$ cat config.mk
export PLATFORM = sky130hd
export DESIGN_NAME = http_request_head_parser_top_flat
export DESIGN_NICKNAME = d
export VERILOG_FILES = /design/src/rtl/hrp_pkg.sv /design/src/rtl/hrp_in_if.sv /design/src/rtl/hrp_out_if.sv /design/src/rtl/hrp_core.sv /design/src/rtl/http_request_head_parser_top.sv /design/src/flat_wrapper.sv
export SDC_FILE = /design/constraint.sdc
export NUM_CORES = 1
export LEC_CHECK = 0
export BUFFER_PORTS_ARGS = -buffer_cell sky130_fd_sc_hd__buf_2
export CAP_MARGIN = 15
export CORE_ASPECT_RATIO = 0.8
export CORE_MARGIN = 1
export CORE_UTILIZATION = 66
export CTS_CLUSTER_SIZE = 24
export DETAILED_ROUTE_END_ITERATION = 12
export PLACE_DENSITY = 0.95
export SYNTH_ARGS = -nofsm -noshare
export SYNTH_HDL_FRONTEND = slang
export SYNTH_SLANG_ARGS = --single-unit
$ cat constraint.sdc
create_clock -name clk -period 4 [get_ports clk]
set_input_delay 0.6 -clock clk [delete_from_list [all_inputs] [get_ports clk]]
set_output_delay 0.6 -clock clk [all_outputs]
set_load 0.01 [all_outputs]
$ cat src/rtl/hrp_pkg.sv
package hrp_pkg;

	// Field widths of the byte and result words
	localparam int unsigned BYTE_W       = 8;
	localparam int unsigned EVENT_W      = 4;
	localparam int unsigned ERROR_W      = 2;
	localparam int unsigned POS_OUT_W    = 16;
	localparam int unsigned METHOD_W     = 2;
	localparam int unsigned MINOR_W      = 4;
	localparam int unsigned METH_LEN_W   = 3;

	// Default width of the byte offset counter
	localparam int unsigned POSITION_BITS_DEF = 16;

	// Characters the parser looks for
	localparam logic [BYTE_W-1:0] CH_CR    = 8'd13;
	localparam logic [BYTE_W-1:0] CH_LF    = 8'd10;
	localparam logic [BYTE_W-1:0] CH_SP    = 8'h20;
	localparam logic [BYTE_W-1:0] CH_SLASH = 8'h2F;
	localparam logic [BYTE_W-1:0] CH_COLON = 8'h3A;
	localparam logic [BYTE_W-1:0] CH_DOT   = 8'h2E;
	localparam logic [BYTE_W-1:0] CH_UNDER = 8'h5F;
	localparam logic [BYTE_W-1:0] CH_UPA   = 8'h41;
	localparam logic [BYTE_W-1:0] CH_UPZ   = 8'h5A;
	localparam logic [BYTE_W-1:0] CH_G     = 8'h47;
	localparam logic [BYTE_W-1:0] CH_P     = 8'h50;
	localparam logic [BYTE_W-1:0] CH_H     = 8'h48;
	localparam logic [BYTE_W-1:0] CH_T     = 8'h54;
	localparam logic [BYTE_W-1:0] CH_ONE   = 8'h31;
	localparam logic [BYTE_W-1:0] CH_DIG0  = 8'd48;
	localparam logic [BYTE_W-1:0] CH_DIG9  = 8'd57;

	// Saturation point of the method length count
	localparam logic [METH_LEN_W-1:0] METH_LEN_MAX = '1;

	typedef enum logic [EVENT_W-1:0] {
		EV_NONE         = 4'd0,
		EV_METHOD_END   = 4'd1,
		EV_URI_START    = 4'd2,
		EV_URI_END      = 4'd3,
		EV_VERSION_DONE = 4'd4,
		EV_LINE_DONE    = 4'd5,
		EV_KEY_START    = 4'd6,
		EV_KEY_END      = 4'd7,
		EV_VALUE_START  = 4'd8,
		EV_VALUE_END    = 4'd9,
		EV_HEADER_DONE  = 4'd10,
		EV_HEADERS_DONE = 4'd11
	} event_t;

	typedef enum logic [ERROR_W-1:0] {
		ERR_NONE    = 2'd0,
		ERR_METHOD  = 2'd1,
		ERR_REQUEST = 2'd2,
		ERR_HEADER  = 2'd3
	} err_t;

	typedef enum logic [METHOD_W-1:0] {
		METH_UNKNOWN = 2'd0,
		METH_GET     = 2'd1,
		METH_POST    = 2'd2,
		METH_HEAD    = 2'd3
	} meth_t;

	typedef enum logic [1:0] {
		FL_OTHER = 2'd0,
		FL_G     = 2'd1,
		FL_P     = 2'd2,
		FL_H     = 2'd3
	} letter_t;

	// One result word
	typedef struct packed {
		event_t               ev;
		err_t                 err;
		logic [POS_OUT_W-1:0] pos;
		meth_t                meth;
		logic                 major;
		logic [MINOR_W-1:0]   minor;
	} res_t;

	function automatic logic is_method_char(input logic [BYTE_W-1:0] c);
		return ((c >= CH_UPA) && (c <= CH_UPZ)) || (c == CH_UNDER);
	endfunction

	function automatic letter_t first_letter(input logic [BYTE_W-1:0] c);
		letter_t l;
		priority if (c == CH_G) l = FL_G;
		else if (c == CH_P) l = FL_P;
		else if (c == CH_H) l = FL_H;
		else l = FL_OTHER;
		return l;
	endfunction

	// Classify the method from its length and first letter
	function automatic meth_t method_class(input logic [METH_LEN_W-1:0] len,
			input letter_t fl);
		meth_t m;
		priority if (len == 3'd3 && fl == FL_G) m = METH_GET;
		else if (len == 3'd4 && fl == FL_P) m = METH_POST;
		else if (len == 3'd4 && fl == FL_H) m = METH_HEAD;
		else m = METH_UNKNOWN;
		return m;
	endfunction

endpackage

$ cat src/rtl/hrp_in_if.sv
interface hrp_in_if;
	import hrp_pkg::*;

	logic              valid;
	logic              ready;
	logic              kind;
	logic [BYTE_W-1:0] data_byte;

	modport source (output valid, output kind, output data_byte, input ready);
	modport sink (input valid, input kind, input data_byte, output ready);

endinterface

$ cat src/rtl/hrp_out_if.sv
interface hrp_out_if;
	import hrp_pkg::*;

	logic                 valid;
	logic                 ready;
	logic [EVENT_W-1:0]   event_res;
	logic [ERROR_W-1:0]   error_code;
	logic [POS_OUT_W-1:0] byte_position;
	logic [METHOD_W-1:0]  method_class;
	logic                 version_major;
	logic [MINOR_W-1:0]   version_minor;

	modport source (output valid, output event_res, output error_code,
		output byte_position, output method_class, output version_major,
		output version_minor, input ready);
	modport sink (input valid, input event_res, input error_code,
		input byte_position, input method_class, input version_major,
		input version_minor, output ready);

endinterface

$ cat src/rtl/hrp_core.sv
module hrp_core #(
	parameter int unsigned POSITION_BITS = hrp_pkg::POSITION_BITS_DEF
) (
	input  logic                       clk,
	input  logic                       arst_n,
	input  logic                       step,
	input  logic                       kind,
	input  logic [hrp_pkg::BYTE_W-1:0] data_byte,
	output hrp_pkg::res_t              result
);
	import hrp_pkg::*;

	typedef enum logic [23:0] {
		PH_START     = 24'h000001,
		PH_METHOD    = 24'h000002,
		PH_SP_URI    = 24'h000004,
		PH_URI       = 24'h000008,
		PH_HTTP      = 24'h000010,
		PH_H         = 24'h000020,
		PH_HT        = 24'h000040,
		PH_HTT       = 24'h000080,
		PH_HTTPS     = 24'h000100,
		PH_SLASH     = 24'h000200,
		PH_MAJOR     = 24'h000400,
		PH_POINT     = 24'h000800,
		PH_MINOR     = 24'h001000,
		PH_LAST_CR   = 24'h002000,
		PH_HDR_START = 24'h004000,
		PH_KEY       = 24'h008000,
		PH_SP_BEFORE = 24'h010000,
		PH_SP_AFTER  = 24'h020000,
		PH_VALUE     = 24'h040000,
		PH_VAL_CR    = 24'h080000,
		PH_CRLF      = 24'h100000,
		PH_CRLFCR    = 24'h200000,
		PH_DONE      = 24'h400000,
		PH_ERROR     = 24'h800000
	} phase_t;

	phase_t                   phase_q, phase_d;
	logic [POSITION_BITS-1:0] cnt_q, cnt_d;
	logic [METH_LEN_W-1:0]    len_q, len_d;
	letter_t                  fl_q, fl_d;
	meth_t                    meth_q, meth_d;
	logic                     major_q, major_d;
	logic [MINOR_W-1:0]       minor_q, minor_d;
	err_t                     err_q, err_d;
	event_t                   ev;
	logic [POS_OUT_W-1:0]     pos_now;
	logic                     is_blank;
	logic [BYTE_W-1:0]        c;

	assign c        = data_byte;
	assign is_blank = (c == CH_CR) || (c == CH_LF);

	// Show the offset, clamped to the output width
	if (POSITION_BITS > POS_OUT_W) begin : g_pos_sat
		assign pos_now = (|cnt_q[POSITION_BITS-1:POS_OUT_W]) ? '1
			: cnt_q[POS_OUT_W-1:0];
	end else begin : g_pos_ext
		assign pos_now = POS_OUT_W'(cnt_q);
	end

	// Parse one byte
	always_comb begin
		phase_d = phase_q;
		cnt_d   = cnt_q;
		len_d   = len_q;
		fl_d    = fl_q;
		meth_d  = meth_q;
		major_d = major_q;
		minor_d = minor_q;
		err_d   = err_q;
		ev      = EV_NONE;

		if (kind) begin
			phase_d = PH_START;
			cnt_d   = '0;
			len_d   = '0;
			fl_d    = FL_OTHER;
			meth_d  = METH_UNKNOWN;
			major_d = 1'b0;
			minor_d = '0;
			err_d   = ERR_NONE;
		end else begin
			if (cnt_q != '1) cnt_d = cnt_q + 1'b1;
			unique case (phase_q)
				PH_START: begin
					if (!is_blank) begin
						if (!is_method_char(c)) begin
							err_d = ERR_METHOD; phase_d = PH_ERROR;
						end else begin
							len_d   = 3'd1;
							fl_d    = first_letter(c);
							phase_d = PH_METHOD;
						end
					end
				end
				PH_METHOD: begin
					if (c == CH_SP) begin
						meth_d  = method_class(len_q, fl_q);
						ev      = EV_METHOD_END;
						phase_d = PH_SP_URI;
					end else if (!is_blank && !is_method_char(c)) begin
						err_d = ERR_METHOD; phase_d = PH_ERROR;
					end else if (len_q != METH_LEN_MAX) begin
						len_d = len_q + 1'b1;
					end
				end
				PH_SP_URI: begin
					if (c == CH_SLASH) begin
						ev = EV_URI_START; phase_d = PH_URI;
					end else if (c != CH_SP) begin
						err_d = ERR_REQUEST; phase_d = PH_ERROR;
					end
				end
				PH_URI: begin
					if (c == CH_SP) begin
						ev = EV_URI_END; phase_d = PH_HTTP;
					end
				end
				PH_HTTP: begin
					if (c == CH_H) phase_d = PH_H;
					else if (c != CH_SP) begin
						err_d = ERR_REQUEST; phase_d = PH_ERROR;
					end
				end
				PH_H: begin
					if (c == CH_T) phase_d = PH_HT;
					else begin err_d = ERR_METHOD; phase_d = PH_ERROR; end
				end
				PH_HT: begin
					if (c == CH_T) phase_d = PH_HTT;
					else begin err_d = ERR_METHOD; phase_d = PH_ERROR; end
				end
				PH_HTT: begin
					if (c == CH_P) phase_d = PH_HTTPS;
					else begin err_d = ERR_METHOD; phase_d = PH_ERROR; end
				end
				PH_HTTPS: begin
					if (c == CH_SLASH) phase_d = PH_SLASH;
					else begin err_d = ERR_METHOD; phase_d = PH_ERROR; end
				end
				PH_SLASH: begin
					if (c == CH_ONE) begin
						major_d = 1'b1; phase_d = PH_MAJOR;
					end else begin
						err_d = ERR_METHOD; phase_d = PH_ERROR;
					end
				end
				PH_MAJOR: begin
					if (c == CH_DOT) phase_d = PH_POINT;
					else begin err_d = ERR_METHOD; phase_d = PH_ERROR; end
				end
				PH_POINT: begin
					if (c < CH_DIG0 || c > CH_DIG9) begin
						err_d = ERR_METHOD; phase_d = PH_ERROR;
					end else begin
						minor_d = MINOR_W'(c - CH_DIG0);
						ev      = EV_VERSION_DONE;
						phase_d = PH_MINOR;
					end
				end
				PH_MINOR: begin
					if (c == CH_CR) phase_d = PH_LAST_CR;
				end
				PH_LAST_CR: begin
					if (c == CH_LF) begin
						ev = EV_LINE_DONE; phase_d = PH_HDR_START;
					end else begin
						err_d = ERR_REQUEST; phase_d = PH_ERROR;
					end
				end
				PH_HDR_START: begin
					if (!is_blank) begin
						ev = EV_KEY_START; phase_d = PH_KEY;
					end
				end
				PH_KEY: begin
					if (c == CH_SP) begin
						ev = EV_KEY_END; phase_d = PH_SP_BEFORE;
					end else if (c == CH_COLON) begin
						ev = EV_KEY_END; phase_d = PH_SP_AFTER;
					end
				end
				PH_SP_BEFORE: begin
					if (c == CH_COLON) phase_d = PH_SP_AFTER;
					else if (c != CH_SP) begin
						err_d = ERR_HEADER; phase_d = PH_ERROR;
					end
				end
				PH_SP_AFTER: begin
					if (c != CH_SP) begin
						ev = EV_VALUE_START; phase_d = PH_VALUE;
					end
				end
				PH_VALUE: begin
					// A bare LF closes the header as well
					if (c == CH_CR) begin
						ev = EV_VALUE_END; phase_d = PH_VAL_CR;
					end else if (c == CH_LF) begin
						ev = EV_HEADER_DONE; phase_d = PH_CRLF;
					end
				end
				PH_VAL_CR: begin
					if (c == CH_LF) begin
						ev = EV_HEADER_DONE; phase_d = PH_CRLF;
					end else begin
						err_d = ERR_HEADER; phase_d = PH_ERROR;
					end
				end
				PH_CRLF: begin
					if (c == CH_CR) phase_d = PH_CRLFCR;
					else begin
						ev = EV_KEY_START; phase_d = PH_KEY;
					end
				end
				PH_CRLFCR: begin
					if (c == CH_LF) begin
						ev = EV_HEADERS_DONE; phase_d = PH_DONE;
					end else begin
						err_d = ERR_HEADER; phase_d = PH_ERROR;
					end
				end
				PH_DONE, PH_ERROR: begin
					// drop the byte
				end
				default: begin
				end
			endcase
		end
	end

	// Build the result word from the updated state
	always_comb begin
		result.ev    = ev;
		result.err   = err_d;
		result.pos   = kind ? '0 : pos_now;
		result.meth  = meth_d;
		result.major = major_d;
		result.minor = minor_d;
	end

	// Advance parser state on each accepted word
	always_ff @(posedge clk or negedge arst_n) begin
		if (!arst_n) begin
			phase_q <= PH_START;
			cnt_q   <= '0;
			len_q   <= '0;
			fl_q    <= FL_OTHER;
			meth_q  <= METH_UNKNOWN;
			major_q <= 1'b0;
			minor_q <= '0;
			err_q   <= ERR_NONE;
		end else if (step) begin
			phase_q <= phase_d;
			cnt_q   <= cnt_d;
			len_q   <= len_d;
			fl_q    <= fl_d;
			meth_q  <= meth_d;
			major_q <= major_d;
			minor_q <= minor_d;
			err_q   <= err_d;
		end
	end

endmodule

$ cat src/rtl/http_request_head_parser_top.sv
// HTTP request head parser.
// req carries one word per handshake: kind = 0 with the next request byte in
// data_byte, or kind = 1 to start a new request (parser cleared, byte unused).
// res returns exactly one word per accepted req word: the boundary event the
// byte caused, its offset since request start (clamped to 16 bits), the method
// class, the HTTP version and a sticky error code.
// The result of an accepted word is registered in the output stage, or in the skid register while a result waits.
// Throughput: one word per cycle while req.ready is high; the whole parse step is one pass through the
// state logic between the parser registers and the result register.
// Stall: a two-entry output stage (result register plus skid register) lets
// one more word in while a result waits; req.ready drops only when both hold
// words, and comes back the cycle after res takes one.
// Reset: arst_n clears the parser to the start of a request line and empties
// the output stage; a word can be taken as soon as reset is released.
// The offset counter is POSITION_BITS wide and saturates at its maximum.
module http_request_head_parser_top #(
	parameter int unsigned POSITION_BITS = hrp_pkg::POSITION_BITS_DEF
) (
	input  logic       clk,
	input  logic       arst_n,
	hrp_in_if.sink     req,
	hrp_out_if.source  res
);
	import hrp_pkg::*;

	res_t new_res;
	res_t out_q, skid_q;
	logic out_v_q, skid_v_q;
	logic step;
	logic out_free;

	assign req.ready = !skid_v_q;
	assign step      = req.valid && req.ready;
	assign out_free  = res.ready || !out_v_q;

	hrp_core #(
		.POSITION_BITS (POSITION_BITS)
	) u_core (
		.clk       (clk),
		.arst_n    (arst_n),
		.step      (step),
		.kind      (req.kind),
		.data_byte (req.data_byte),
		.result    (new_res)
	);

	// Track which output entries hold a word
	always_ff @(posedge clk or negedge arst_n) begin
		if (!arst_n) begin
			out_v_q  <= 1'b0;
			skid_v_q <= 1'b0;
		end else if (out_free) begin
			if (skid_v_q) begin
				out_v_q  <= 1'b1;
				skid_v_q <= 1'b0;
			end else begin
				out_v_q <= step;
			end
		end else if (step) begin
			skid_v_q <= 1'b1;
		end
	end

	// Load result payloads
	always_ff @(posedge clk) begin
		if (out_free) begin
			if (skid_v_q) out_q <= skid_q;
			else if (step) out_q <= new_res;
		end else if (step) begin
			skid_q <= new_res;
		end
	end

	assign res.valid         = out_v_q;
	assign res.event_res     = out_q.ev;
	assign res.error_code    = out_q.err;
	assign res.byte_position = out_q.pos;
	assign res.method_class  = out_q.meth;
	assign res.version_major = out_q.major;
	assign res.version_minor = out_q.minor;

endmodule

$ cat src/flat_wrapper.sv
// flat-port wrapper written by rule: the top's interface ports become plain ports
module http_request_head_parser_top_flat import hrp_pkg::*;
#(
	parameter int unsigned POSITION_BITS = hrp_pkg::POSITION_BITS_DEF
)
  (clk, arst_n, req_valid, req_kind, req_data_byte, req_ready, res_valid, res_event_res, res_error_code, res_byte_position, res_method_class, res_version_major, res_version_minor, res_ready);
  hrp_in_if req_i ();
  hrp_out_if res_i ();
  input  logic clk;
  input  logic arst_n;
  input wire logic [$bits(req_i.valid)-1:0] req_valid;
  input wire logic [$bits(req_i.kind)-1:0] req_kind;
  input wire logic [$bits(req_i.data_byte)-1:0] req_data_byte;
  output wire logic [$bits(req_i.ready)-1:0] req_ready;
  output wire logic [$bits(res_i.valid)-1:0] res_valid;
  output wire logic [$bits(res_i.event_res)-1:0] res_event_res;
  output wire logic [$bits(res_i.error_code)-1:0] res_error_code;
  output wire logic [$bits(res_i.byte_position)-1:0] res_byte_position;
  output wire logic [$bits(res_i.method_class)-1:0] res_method_class;
  output wire logic [$bits(res_i.version_major)-1:0] res_version_major;
  output wire logic [$bits(res_i.version_minor)-1:0] res_version_minor;
  input wire logic [$bits(res_i.ready)-1:0] res_ready;
  assign req_i.valid = req_valid;
  assign req_i.kind = req_kind;
  assign req_i.data_byte = req_data_byte;
  assign req_ready = req_i.ready;
  assign res_valid = res_i.valid;
  assign res_event_res = res_i.event_res;
  assign res_error_code = res_i.error_code;
  assign res_byte_position = res_i.byte_position;
  assign res_method_class = res_i.method_class;
  assign res_version_major = res_i.version_major;
  assign res_version_minor = res_i.version_minor;
  assign res_i.ready = res_ready;
  http_request_head_parser_top #(.POSITION_BITS(POSITION_BITS)) u_core (.clk(clk), .arst_n(arst_n), .req(req_i), .res(res_i));
endmodule
==> summary.md, run 1 <==
| Metric | Value |
|---|---|
| Final Total Pwr | `3.81 mW` |
| Ys Warns | `0` |
| I/O pin total | `44` |
| CTS Hold Buffers Added | `0` |
| Synth Register Bits | `114` |
| WL/cell | `25.1 um` |
| Layer with the highest usage | `met2` |
| Peak supply drop | `420 uV` |
| Max Cap Violations | `0` |
| Area grow syn2layout | `15.4%` |
| Die width | `114 um` |
| Reg2Reg Launch Point | `u_core.u_core.phase_q[12]$_DFFE_PN0P_` |
| Simple-gate share of the synthesized area | `0.278` |
| DRC errors left | `0` |
| Adder-cell area share of the yosys netlist | `0.00944` |
| Post-route cell area | `7650 um2` |
| Avg Cell Area, Syn | `9.92 um2` |
| Synth cell types | `80` |
| Area contributors post-synth | `edfxtp_1, dfrtp_1, mux2_2` |
| DR pass1 iterations | `8` |
| Fin crit period | `3.66 ns` |
| Largest net degree at the start of global routing | `38` |
| Dominant cell type by area after synthesis | `edfxtp_1` |
| Worst-margin pin slew | `1.05 ns` |
| CP Launch Type | `flop` |
| Total Nets Final | `731` |
| Unrepaired setup endpoints after global routing | `false` |
| Final Setup Violations | `0` |
| Final GP Congestion | `0.994` |
| H-tree depth | `4` |
| Psw | `1.15 mW` |
| Worst Path Max Fanout | `15` |
| Final worst path period share | `0.914` |
| Fin. Hold Viols | `0` |
| Clk sinks | `114` |
| Post-synthesis instance total | `668` |
| Int Pwr | `2.67 mW` |
| Cell count after placement | `830` |
| Switching fraction of total power | `0.301` |
| Dpl cell area | `6990 um2` |
| Clk_lat worst skew | `0.42 ns` |
| WL final | `21.7 mm` |
| Detail Route Antenna Nets | `0` |
| Final Non-Filler Cells | `862` |
| Buffers from clock root to sink, at most | `2` |
| Met2 Use GR | `0.656` |
| Sequential share of power | `0.364` |
| Final HPWL DP | `14.2 mm` |
| GRT met1 Usage | `0.578` |
| R2R Setup Slk | `0.34 ns` |
| Post-synthesis compound-gate area fraction | `0.136` |
| Combinational power share | `0.190` |
| IO Port Bufs | `43` |
| Critical path class | `reg -> reg` |
| Initial Util | `0.684` |
| First-pass GRT wire length | `33.3 mm` |
| Global route overflow | `0` |
| Synth Cell Area | `6630 um2` |
| TritonCTS clock tree | `yes` |
| CTS Buf Count | `17` |
| Cells resized by post-CTS repair | `0` |
| Total track usage | `0.433` |
| Setup_tns | `0 ns` |
| Initial detailed-routing violation count | `1,014` |
| Vias per inst | `7.18` |
| Clk_skew | `0.00839 ns` |
| Post-synthesis mux area share | `0.0466` |
| Synth Flop Type | `edfxtp_1` |
| Final Max Tran Viols | `0` |
| Post-synth EDFFs | `58` |
| Pwr dens | `499 nW/um2` |
| Critical-path top delay cell | `nor4_2` |
| Core box area | `9690 um2` |
| ANT cells | `0` |
| Sequential-to-total area share from yosys stat | `0.474` |
| Vias in the first global route | `5,838` |
| Lkg Pwr | `3.14 nW` |
| Initial antenna violation count | `0` |
| FF-to-FF path depth | `9` |
| Outcome | `completed` |
| Most common cell on crit path | `nand2_1` |
| Setup bufs post-CTS | `0` |
| Data required, critical path | `4.21 ns` |
| CP endpoint kind | `flop` |
| Clock share of power | `0.446` |
| Share of flip-flops with an asynchronous set or reset | `0.491` |
| Reg-to-reg endpoint | `u_core.res.error_code[1]$_DFFE_PP_` |
| Synth top area share | `0.263` |
| Fmax | `0.273 GHz` |
| Grt met3 use | `0.128` |
| Vias | `6,186` |
| Util after Layout | `0.789` |
| CP Cell Sequence | `nor4_1 -> buf_4 -> nand2_1 -> nor4_2 -> nand2_1 -> o2111ai_1 -> o31a_1 -> nor2_1 -> o31ai_1` |
| Slew headroom | `0.297` |
| Largest family of logic cells by synthesized area | `simple AND/OR/NAND/NOR gates` |
| Root Buffer | `clkbuf_16` |
| Worst Hold Class | `in -> async` |
| Reg clk slew, reported paths | `0.06 ns` |
| Share of cells above drive strength 1 | `0.213` |
| Row count | `32` |
| Worst path max stage delay | `0.55 ns` |
| Syn nets | `686` |
| WP data arrival | `3.87 ns` |
| Start point of the critical path | `u_core.u_core.phase_q[12]$_DFFE_PN0P_` |
| Synth Area in XOR/XNOR | `0.0198` |
| Die ar. | `10,400 um2` |
| Chip height | `91.6 um` |
-- power by group through the flow --
stage	Sequential [mW]	Clock, mW	Combinational (mW)
after floorplan	1.40	0	0.447
after global placement	1.40	0	0.653
after detailed placement	1.40	0	0.673
after CTS	1.39	1.69	0.691
after global routing	1.40	1.74	0.767
final	1.39	1.70	0.725
-- cell families after synthesis --
group,count (synthesis)
AOI/OAI and AO/OA,120
xor gates and xnor gates,15
adders and majority gates,5
buffers and inverters,55
DFF,114
muxes,28
and+or+nand+nor,331
-- synth_stat cells, types with 4 or more instances --
| cell | n |
|---|---|
| a21oi_1 | 14 |
| nand2_1 | 68 |
| mux2i_1 | 5 |
| o211ai_1 | 4 |
| o31ai_1 | 5 |
| nor3b_1 | 5 |
| and3_1 | 6 |
| nand4b_1 | 9 |
| nor2b_1 | 28 |
| a22oi_1 | 4 |
| a41oi_1 | 4 |
| nor2_1 | 62 |
| mux2_2 | 23 |
| clkbuf_1 | 22 |
| nor4_2 | 4 |
| buf_2 | 11 |
| nor4_1 | 15 |
| nor3_1 | 25 |
| o22ai_1 | 5 |
| xor2_1 | 12 |
| ha_1 | 5 |
| o2bb2ai_2 | 7 |
| a22o_1 | 4 |
| nand2b_1 | 8 |
| nand4_1 | 16 |
| o21ai_0 | 25 |
| or3_1 | 11 |
| or4_1 | 8 |
| dfrtp_1 | 55 |
| or2_2 | 10 |
| nand3_1 | 30 |
| inv_1 | 20 |
| nor4b_1 | 5 |
| edfxtp_1 | 58 |
| o21ai_1 | 7 |
-- cells in the final DEF (no fill, tap or decap), types with 6 or more instances in the layout --
cell type | synthesis | final
or4_1 | 8 | 8
a21oi_1 | 14 | 14
nand2b_1 | 8 | 8
buf_2 | 11 | 43
edfxtp_1 | 58 | 58
nor2b_1 | 28 | 28
mux2_2 | 23 | 23
nand4_1 | 16 | 16
nand2_1 | 68 | 68
buf_4 | 0 | 18
inv_1 | 20 | 20
and3_1 | 6 | 6
nor4_1 | 15 | 15
o21ai_1 | 7 | 7
clkbuf_16 | 0 | 17
clkinv_4 | 0 | 6
xor2_1 | 12 | 12
o21ai_0 | 25 | 25
dfrtp_1 | 55 | 55
nor3_1 | 25 | 25
or2_2 | 10 | 10
nand4b_1 | 9 | 9
o2bb2ai_2 | 7 | 7
nor2_1 | 62 | 61
nand3_1 | 30 | 30
or3_1 | 11 | 11
-- flip-flops by register name, summed over array words and instances (netlist names), 2 cells and up --
register                  flops
u_core.res.byte_position     16
u_core.res.version_minor      4
u_core.u_core.len_q           3
u_core.res.error_code         2
u_core.u_core.cnt_q          16
u_core.u_core.phase_q        24
u_core.u_core.err_q           2
u_core.res.event_res          4
u_core.u_core.fl_q            2
u_core.skid_q                29
u_core.u_core.meth_q          2
u_core.u_core.minor_q         4
u_core.res.method_class       2
-- metrics by stage --
step | worst slack, ns | hold WS, ns
floorplan | 1.12 | 0.304
global placement | 0.719 | 0.464
detailed placement | 0.644 | 0.470
finish | 0.343 | 0.312
CTS | 0.514 | 0.330
global route | 0.334 | 0.377
-- cell type report --
type | instances | area (um2)
flip-flops and latches | 114 | 3140
repair buffers | 61 | 350
clock inverters | 14 | 228
fillers | 585 | 2040
clock buffers | 18 | 429
inverters | 20 | 75.1
well taps | 136 | 170
multi-input cells | 499 | 3250
-- per-layer routing --
| layer | wire length (um) | part of all wire |
|---|---|---|
| met3 | 2870 | 0.13 |
| met5 | 0 | 0 |
| met1 | 8170 | 0.38 |
| met4 | 991 | 0.046 |
| met2 | 9650 | 0.45 |
-- worst max path at each step --
stage               cells after the start  slack (ns)                                     to
floorplan                               8        1.12     u_core.res.error_code[0]$_DFFE_PP_
global placement                        9        0.72     u_core.res.error_code[0]$_DFFE_PP_
detailed placement                      9        0.64  u_core.u_core.phase_q[23]$_DFFE_PN0P_
CTS                                     8        0.51  u_core.res.version_minor[2]$_DFFE_PP_
global route                            9        0.33     u_core.res.error_code[1]$_DFFE_PP_
finish                                  9        0.34     u_core.res.error_code[1]$_DFFE_PP_
-- critical path: cells and delay by family (launching register included) --
| family | cells | cell delay, ns |
|---|---|---|
| AO/OA/AOI/OAI | 3 | 0.79 |
| AND/OR/NAND/NOR | 5 | 1.93 |
| flip-flops | 1 | 0.46 |
| buffers and inverters | 1 | 0.27 |
Note: power is estimated with default switching activity, not from simulation.
==> run 2: changes to the inputs <==
- CORE_UTILIZATION: 66 -> 55
- HOLD_SLACK_MARGIN: default -> 0.05
- MAX_ROUTING_LAYER: default -> met4
- PLACE_DENSITY: 0.95 -> 0.85
- clock period: 4 -> 3.15 ns (I/O delays scaled with it)
==> run 2 against run 1 <==
  * Utilization is 9.3 points lower
  * Hold slack better by 0.0086 ns
  * Global-route usage is 8.7 points lower
  * Worst setup slack worse by 0.21 ns
  * Die area is 20% higher
  * First-iteration DRC count is 27% lower
  * Critical path depth is 1 lower
  * Sequential share of layout area is 2.2 points lower
  * Critical path type unchanged
  * Largest cell class unchanged
==> summary.md, run 2 (synthesis gave the netlist of run 1 again) <==
| Metric | Value |
|---|---|
| TritonCTS clock tree | `yes` |
| Chip height | `100 um` |
| Total Nets Final | `791` |
| Fmax | `0.332 GHz` |
| Setup WS post-layout | `0.135 ns` |
| Critical path class | `reg -> reg` |
| First-pass GRT wire length | `31.5 mm` |
| Die width | `125 um` |
| Util after Layout | `0.696` |
| Clk_lat worst skew | `0.42 ns` |
| Filler cell count | `837` |
| Worst Hold End | `u_core.res.valid$_DFFE_PN0N_` |
| CP endpoint kind | `flop` |
| Max Cap Violations | `0` |
| CTS Buf Count | `17` |
| Reg with most FFs | `u_core.skid_q` |
| Min-Delay Path Depth | `3` |
| Final GP Congestion | `0.973` |
| Root Buffer | `clkbuf_16` |
| Peak supply drop | `401 uV` |
| IO Port Bufs | `43` |
| Largest register FFs | `29` |
| Reg2Reg Launch Point | `u_core.u_core.phase_q[12]$_DFFE_PN0P_` |
| Fin. Hold Viols | `0` |
| WP data arrival | `3.33 ns` |
| Total track usage | `0.346` |
| Vias in the first global route | `5,635` |
| Hold Startpoint | `req_valid` |
| Unrepaired setup endpoints after global routing | `false` |
| Switching fraction of total power | `0.319` |
| Share of cells above drive strength 1 | `0.276` |
| Clk sinks | `114` |
| Row count | `35` |
| Final Total Pwr | `4.72 mW` |
| Initial Util | `0.571` |
| H-tree depth | `4` |
| Final Setup Violations | `0` |
| Data required, critical path | `3.47 ns` |
| Lkg Pwr | `3.42 nW` |
| Reg-to-reg endpoint | `u_core.u_core.phase_q[7]$_DFFE_PN0P_` |
| WL final | `20.5 mm` |
| Final worst path period share | `0.957` |
| R2R Setup Slk | `0.13 ns` |
| Final HPWL DP | `14.8 mm` |
| Most frequent cells in the layout | `buf_4, nand2_1, nor2_1` |
| Dpl cell area | `7480 um2` |
| Psw | `1.50 mW` |
| FF-to-FF path depth | `8` |
| Int Pwr | `3.21 mW` |
| Commonest non-fill, non-tap cell in the layout | `buf_4` |
| Combinational power share | `0.229` |
| Initial detailed-routing violation count | `739` |
| Final Non-Filler Cells | `934` |
| Worst Hold Class | `in -> reg` |
| Final Max Tran Viols | `0` |
| Post-route cell area | `8080 um2` |
| Clock share of power | `0.400` |
| WL/cell | `22.0 um` |
| Clk_skew | `0.00924 ns` |
| I/O pin total | `44` |
| Buffers from clock root to sink, at most | `2` |
| DR pass1 iterations | `6` |
| Fin crit period | `3.02 ns` |
| Die ar. | `12,500 um2` |
| Worst-margin pin slew | `0.869 ns` |
| Largest regs | `u_core.skid_q x29, u_core.u_core.phase_q x24` |
| Global route overflow | `0` |
| Sequential share of power | `0.371` |
| Pwr dens | `583 nW/um2` |
| Vias | `6,024` |
| Cell count after placement | `900` |
| Detail Route Antenna Nets | `0` |
| ANT cells | `0` |
| Largest net degree at the start of global routing | `33` |
| Slew headroom | `0.419` |
| Worst Path Max Fanout | `18` |
| Area grow syn2layout | `22.0%` |
| Post-Place Setup Slack | `-0.0956 ns` |
| CP Launch Type | `flop` |
| Core box area | `11,600 um2` |
| Vias per inst | `6.45` |
| Outcome | `completed` |
| DRC errors left | `0` |
| Reg clk slew, reported paths | `0.06 ns` |
| Initial antenna violation count | `0` |
## run 2: cell types whose count changed in the layout (fill, tap and decap cells not counted), sizes merged
cell	previous run	this run
clkbuf	18	17
inv	22	27
buf	61	120
dlygate4sd3	0	1
bufinv	5	1
## run 2: power by group through the flow
stage / registers [mW] / logic (mW) / clock network [mW]
finish: 1.75 / 1.08 / 1.89
global route: 1.76 / 1.16 / 1.96
CTS: 1.75 / 1.05 / 1.89
detailed placement: 1.77 / 1.04 / 0
global placement: 1.77 / 1.03 / 0
floorplan: 1.78 / 0.567 / 0
## run 2: cell type report
class | instances | area (um2) | area share
Multi-Input combinational cell | 499 | 3260 | 0.404
Clock buffer | 17 | 425 | 0.0526
Timing Repair Buffer | 121 | 841 | 0.104
Clock inverter | 15 | 149 | 0.0184
Sequential cell | 114 | 3140 | 0.389
Tap cell | 148 | 185 | 0.0229
Inverter | 20 | 75.1 | 0.00929
## run 2: worst max path at each step
stage,end,start,slack (ns),cells past startpoint
floorplan,u_core.res.error_code[0]$_DFFE_PP_,req_data_byte[6],0.40,8
global placement,u_core.res.error_code[0]$_DFFE_PP_,req_data_byte[6],-0.03,9
detailed placement,u_core.u_core.phase_q[7]$_DFFE_PN0P_,req_data_byte[3],-0.1,9
CTS,u_core.res.error_code[0]$_DFFE_PP_,u_core.u_core.phase_q[0]$_DFFE_PN1P_,0.17,10
global route,u_core.res.error_code[0]$_DFFE_PP_,u_core.u_core.phase_q[0]$_DFFE_PN1P_,0.005,10
finish,u_core.u_core.phase_q[7]$_DFFE_PN0P_,u_core.u_core.phase_q[12]$_DFFE_PN0P_,0.13,8
## run 2: through the flow
step / TNS [ns] / hold slack, ns
2_1_floorplan: 0 / 0.177
3_3_place_gp: -0.0414 / 0.367
3_5_place_dp: -0.269 / 0.370
4_1_cts: 0 / 0.314
5_1_grt: 0 / 0.369
6_report: 0 / 0.321
## run 2: layer usage
layer  wire length, um  share of wire  GRT usage
met5                 0              0          -
met4               311          0.015     0.0778
met3              2140           0.10     0.0997
met2              9030           0.44      0.507
met1              9050           0.44      0.477
## run 2: repair_timing
| item | in CTS | in global routing |
|---|---|---|
| endpoints found under the setup margin | 0 | 4 |
| hold buffers | 1 | 0 |
| gates resized for setup | 0 | 3 |
| hold endpoints to repair | 10 | 0 |
| setup buffers | 0 | 1 |
## run 2: critical path, stage by stage (launching register included)
cell,delay (ns)
dfrtp_1,0.45
or4_1,0.61
or3_1,0.43
o22ai_2,0.28
nor3_1,0.14
and4_4,0.17
or3_1,0.35
buf_12,0.19
o31ai_1,0.27
==> run 3: changes to the inputs <==
- HOLD_SLACK_MARGIN: 0.05 -> 0.06
- SYNTH_HIERARCHICAL: default -> 1
==> run 3 against run 2 <==
  * Total power grew 5.1%
  * Sequential share of layout area shrank 3.3 points
  * Register-to-register slack lost 0.13 ns
  * Cell area grew 9.3%
  * Non-clock buffer count grew 66
==> summary.md, run 3 <==
| Metric | Value |
|---|---|
| Final Setup Violations | `0` |
| Die ar. | `12,900 um2` |
| Fmax | `0.317 GHz` |
| Initial detailed-routing violation count | `789` |
| Critical path class | `reg -> reg` |
| Vias in the first global route | `5,980` |
| Buffers from clock root to sink, at most | `2` |
| Reg with most FFs | `u_core/skid_q` |
| WL final | `23.1 mm` |
| Max Cap Violations | `0` |
| Final HPWL DP | `17.1 mm` |
| Synth Flop Type | `edfxtp_1` |
| Clk_skew | `0.00754 ns` |
| Final worst path period share | `1.00` |
| Synth cell types | `77` |
| Fin. Hold Viols | `0` |
| Fin crit period | `3.15 ns` |
| Global route overflow | `0` |
| Largest register FFs | `29` |
| Avg Cell Area, Syn | `10.6 um2` |
| Chip height | `102 um` |
| Filler cell count | `831` |
| GRT met1 Usage | `0.525` |
| Slew headroom | `0.528` |
| Outcome | `completed` |
| CP Launch Type | `flop` |
| First-pass GRT wire length | `34.9 mm` |
| Post-Place Setup Slack | `-0.208 ns` |
| Combinational power share | `0.254` |
| Clk_lat worst skew | `0.42 ns` |
| Grt met3 use | `0.0866` |
| Most frequent cells in the layout | `buf_4, edfxtp_1, nor2_1` |
| Peak supply drop | `414 uV` |
| IO Port Bufs | `43` |
| Initial antenna violation count | `0` |
| Commonest non-fill, non-tap cell in the layout | `buf_4` |
| Synth top area share | `0.255` |
| Vias | `6,343` |
| Largest regs | `u_core/skid_q x29, u_core/u_core/phase_q x24` |
| Final Max Tran Viols | `0` |
| Share of cells above drive strength 1 | `0.369` |
| Initial Util | `0.562` |
| CTS Buf Count | `17` |
| Share of flip-flops with an asynchronous set or reset | `0.491` |
| ANT cells | `0` |
| Clock share of power | `0.397` |
| Int Pwr | `3.39 mW` |
| WP data arrival | `3.46 ns` |
| Sequential share of power | `0.350` |
| Core box area | `12,200 um2` |
| Worst-margin pin slew | `0.698 ns` |
| Vias per inst | `6.54` |
| Final GP Congestion | `0.954` |
| Detail Route Antenna Nets | `0` |
| DR pass1 iterations | `5` |
| Largest net degree at the start of global routing | `33` |
| I/O pin total | `44` |
| Area contributors post-synth | `edfxtp_1, dfrtp_1, mux2_4` |
| Area grow syn2layout | `29.3%` |
| Switching fraction of total power | `0.316` |
| Total track usage | `0.384` |
| Post-synth EDFFs | `58` |
| Total Nets Final | `823` |
| Met2 Use GR | `0.551` |
| Most frequent cells after synthesis | `edfxtp_1, nor2_1, dfrtp_1` |
| Layer with the highest usage | `met2` |
| Sequential-to-total area share from yosys stat | `0.460` |
| Data required, critical path | `3.46 ns` |
| Clk sinks | `114` |
| DRC errors left | `0` |
| CP endpoint kind | `flop` |
| Lkg Pwr | `3.81 nW` |
| Setup WS post-layout | `0.000379 ns` |
| Root Buffer | `clkbuf_16` |
| Psw | `1.56 mW` |
| Post-synthesis instance total | `644` |
| Unrepaired setup endpoints after global routing | `true` |
| H-tree depth | `4` |
| TritonCTS clock tree | `yes` |
| Pwr dens | `561 nW/um2` |
| Reg clk slew, reported paths | `0.06 ns` |
| Die width | `127 um` |
| Dominant cell type by area after synthesis | `edfxtp_1` |
| WL/cell | `23.8 um` |
| Synth Register Bits | `114` |
| Worst Path Max Fanout | `8` |
| Ys Warns | `6` |
| Synth Cell Area | `6830 um2` |
| Row count | `36` |
| Setup_tns | `0 ns` |
| Worst Hold Class | `in -> reg` |
| Syn nets | `662` |
[run 3: cell types whose count changed after synthesis, sizes merged, moves of 7 or more]
cell   previous run  this run
mux2             23        39
o21ai            35        20
nand2            68        38
nor4b             5        18
buf              13        22
or2              12         5
[run 3: power groups by stage]
stage	Combinational (mW)	Sequential, mW	Clock, mW
global placement	1.13	1.75	0
detailed placement	1.15	1.75	0
global route	1.33	1.74	2.05
finish	1.26	1.73	1.97
CTS	1.17	1.73	1.99
floorplan	0.597	1.76	0
[run 3: area by class of cell]
type	count	area, um2	area share
Multi-Input combinational cell	471	3520	0.399
Sequential cell	114	3150	0.356
Timing Repair Buffer	187	1320	0.150
Clock buffer	17	425	0.0482
Tap cell	152	190	0.0215
Clock inverter	15	174	0.0197
Inverter	14	52.6	0.00595
[run 3: kinds of logic (layout without fill, tap and decap cells)]
logic type,after synthesis,after routing,share of synthesized area
flip-flops,114,114,0.460
multiplexers,42,42,0.0835
buffers and inverters,59,233,0.0469
AO/OA/AOI/OAI,117,117,0.127
XOR/XNOR,14,14,0.0180
AND/OR/NAND/NOR,293,293,0.256
adder cells (fa/ha/maj),5,5,0.00916
[run 3: repair_timing]
item	in CTS	in global routing
hold buffers	1	0
pin swaps	2	5
hold endpoints to repair	3	0
endpoints found under the setup margin	15	32
buffers inserted	0	3
resized for setup	11	15
[run 3: critical path, stage by stage, from the launching register on]
cell,delay (ns)
dfrtp_1,0.43
or4_4,0.58
buf_4,0.19
or4_4,0.57
o41ai_4,0.36
nor4_2,0.17
buf_4,0.17
and2_1,0.16
buf_12,0.14
a32o_1,0.26
[run 3: worst paths after layout]
| kind | to | cells past startpoint | start | slack [ns] |
|---|---|---|---|---|
| hold reg to reg | u_core/u_core/fl_q[0]$_DFFE_PN0P_ | 1 | u_core/u_core/fl_q[0]$_DFFE_PN0P_ | 0.49 |
| min in group asynchronous | u_core/res.valid$_DFFE_PN0P_ | 2 | arst_n | 0.44 |
| max in group asynchronous | u_core/u_core/phase_q[0]$_DFFE_PN1P_ | 3 | arst_n | 2.04 |
| setup reg to reg | u_core/u_core/phase_q[13]$_DFFE_PN0P_ | 9 | u_core/u_core/phase_q[21]$_DFFE_PN0P_ | 0.0004 |
| hold / removal | u_core/res.valid$_DFFE_PN0P_ | 3 | req_valid | 0.36 |
| setup / recovery | u_core/u_core/phase_q[13]$_DFFE_PN0P_ | 9 | u_core/u_core/phase_q[21]$_DFFE_PN0P_ | 0.0004 |
[run 3: routing by layer]
metal  vias to the layer above  routed length [um]
met5                         -                   0
met4                         0                 699
met3                        69                2280
met2                       369                9890
met1                      3119               10200
li1                       2786                   -
[run 3: through the flow]
stage	instance area, um2	utilization	hold slack (ns)	power (mW)	cells
floorplan	6840	-	0.177	2.36	644
global placement	8060	0.663	0.301	2.88	934
detailed placement	8060	0.663	0.304	2.90	934
CTS	8730	0.718	0.345	4.89	967
global route	8830	0.726	0.368	5.12	970
finish	8830	0.726	0.355	4.96	970
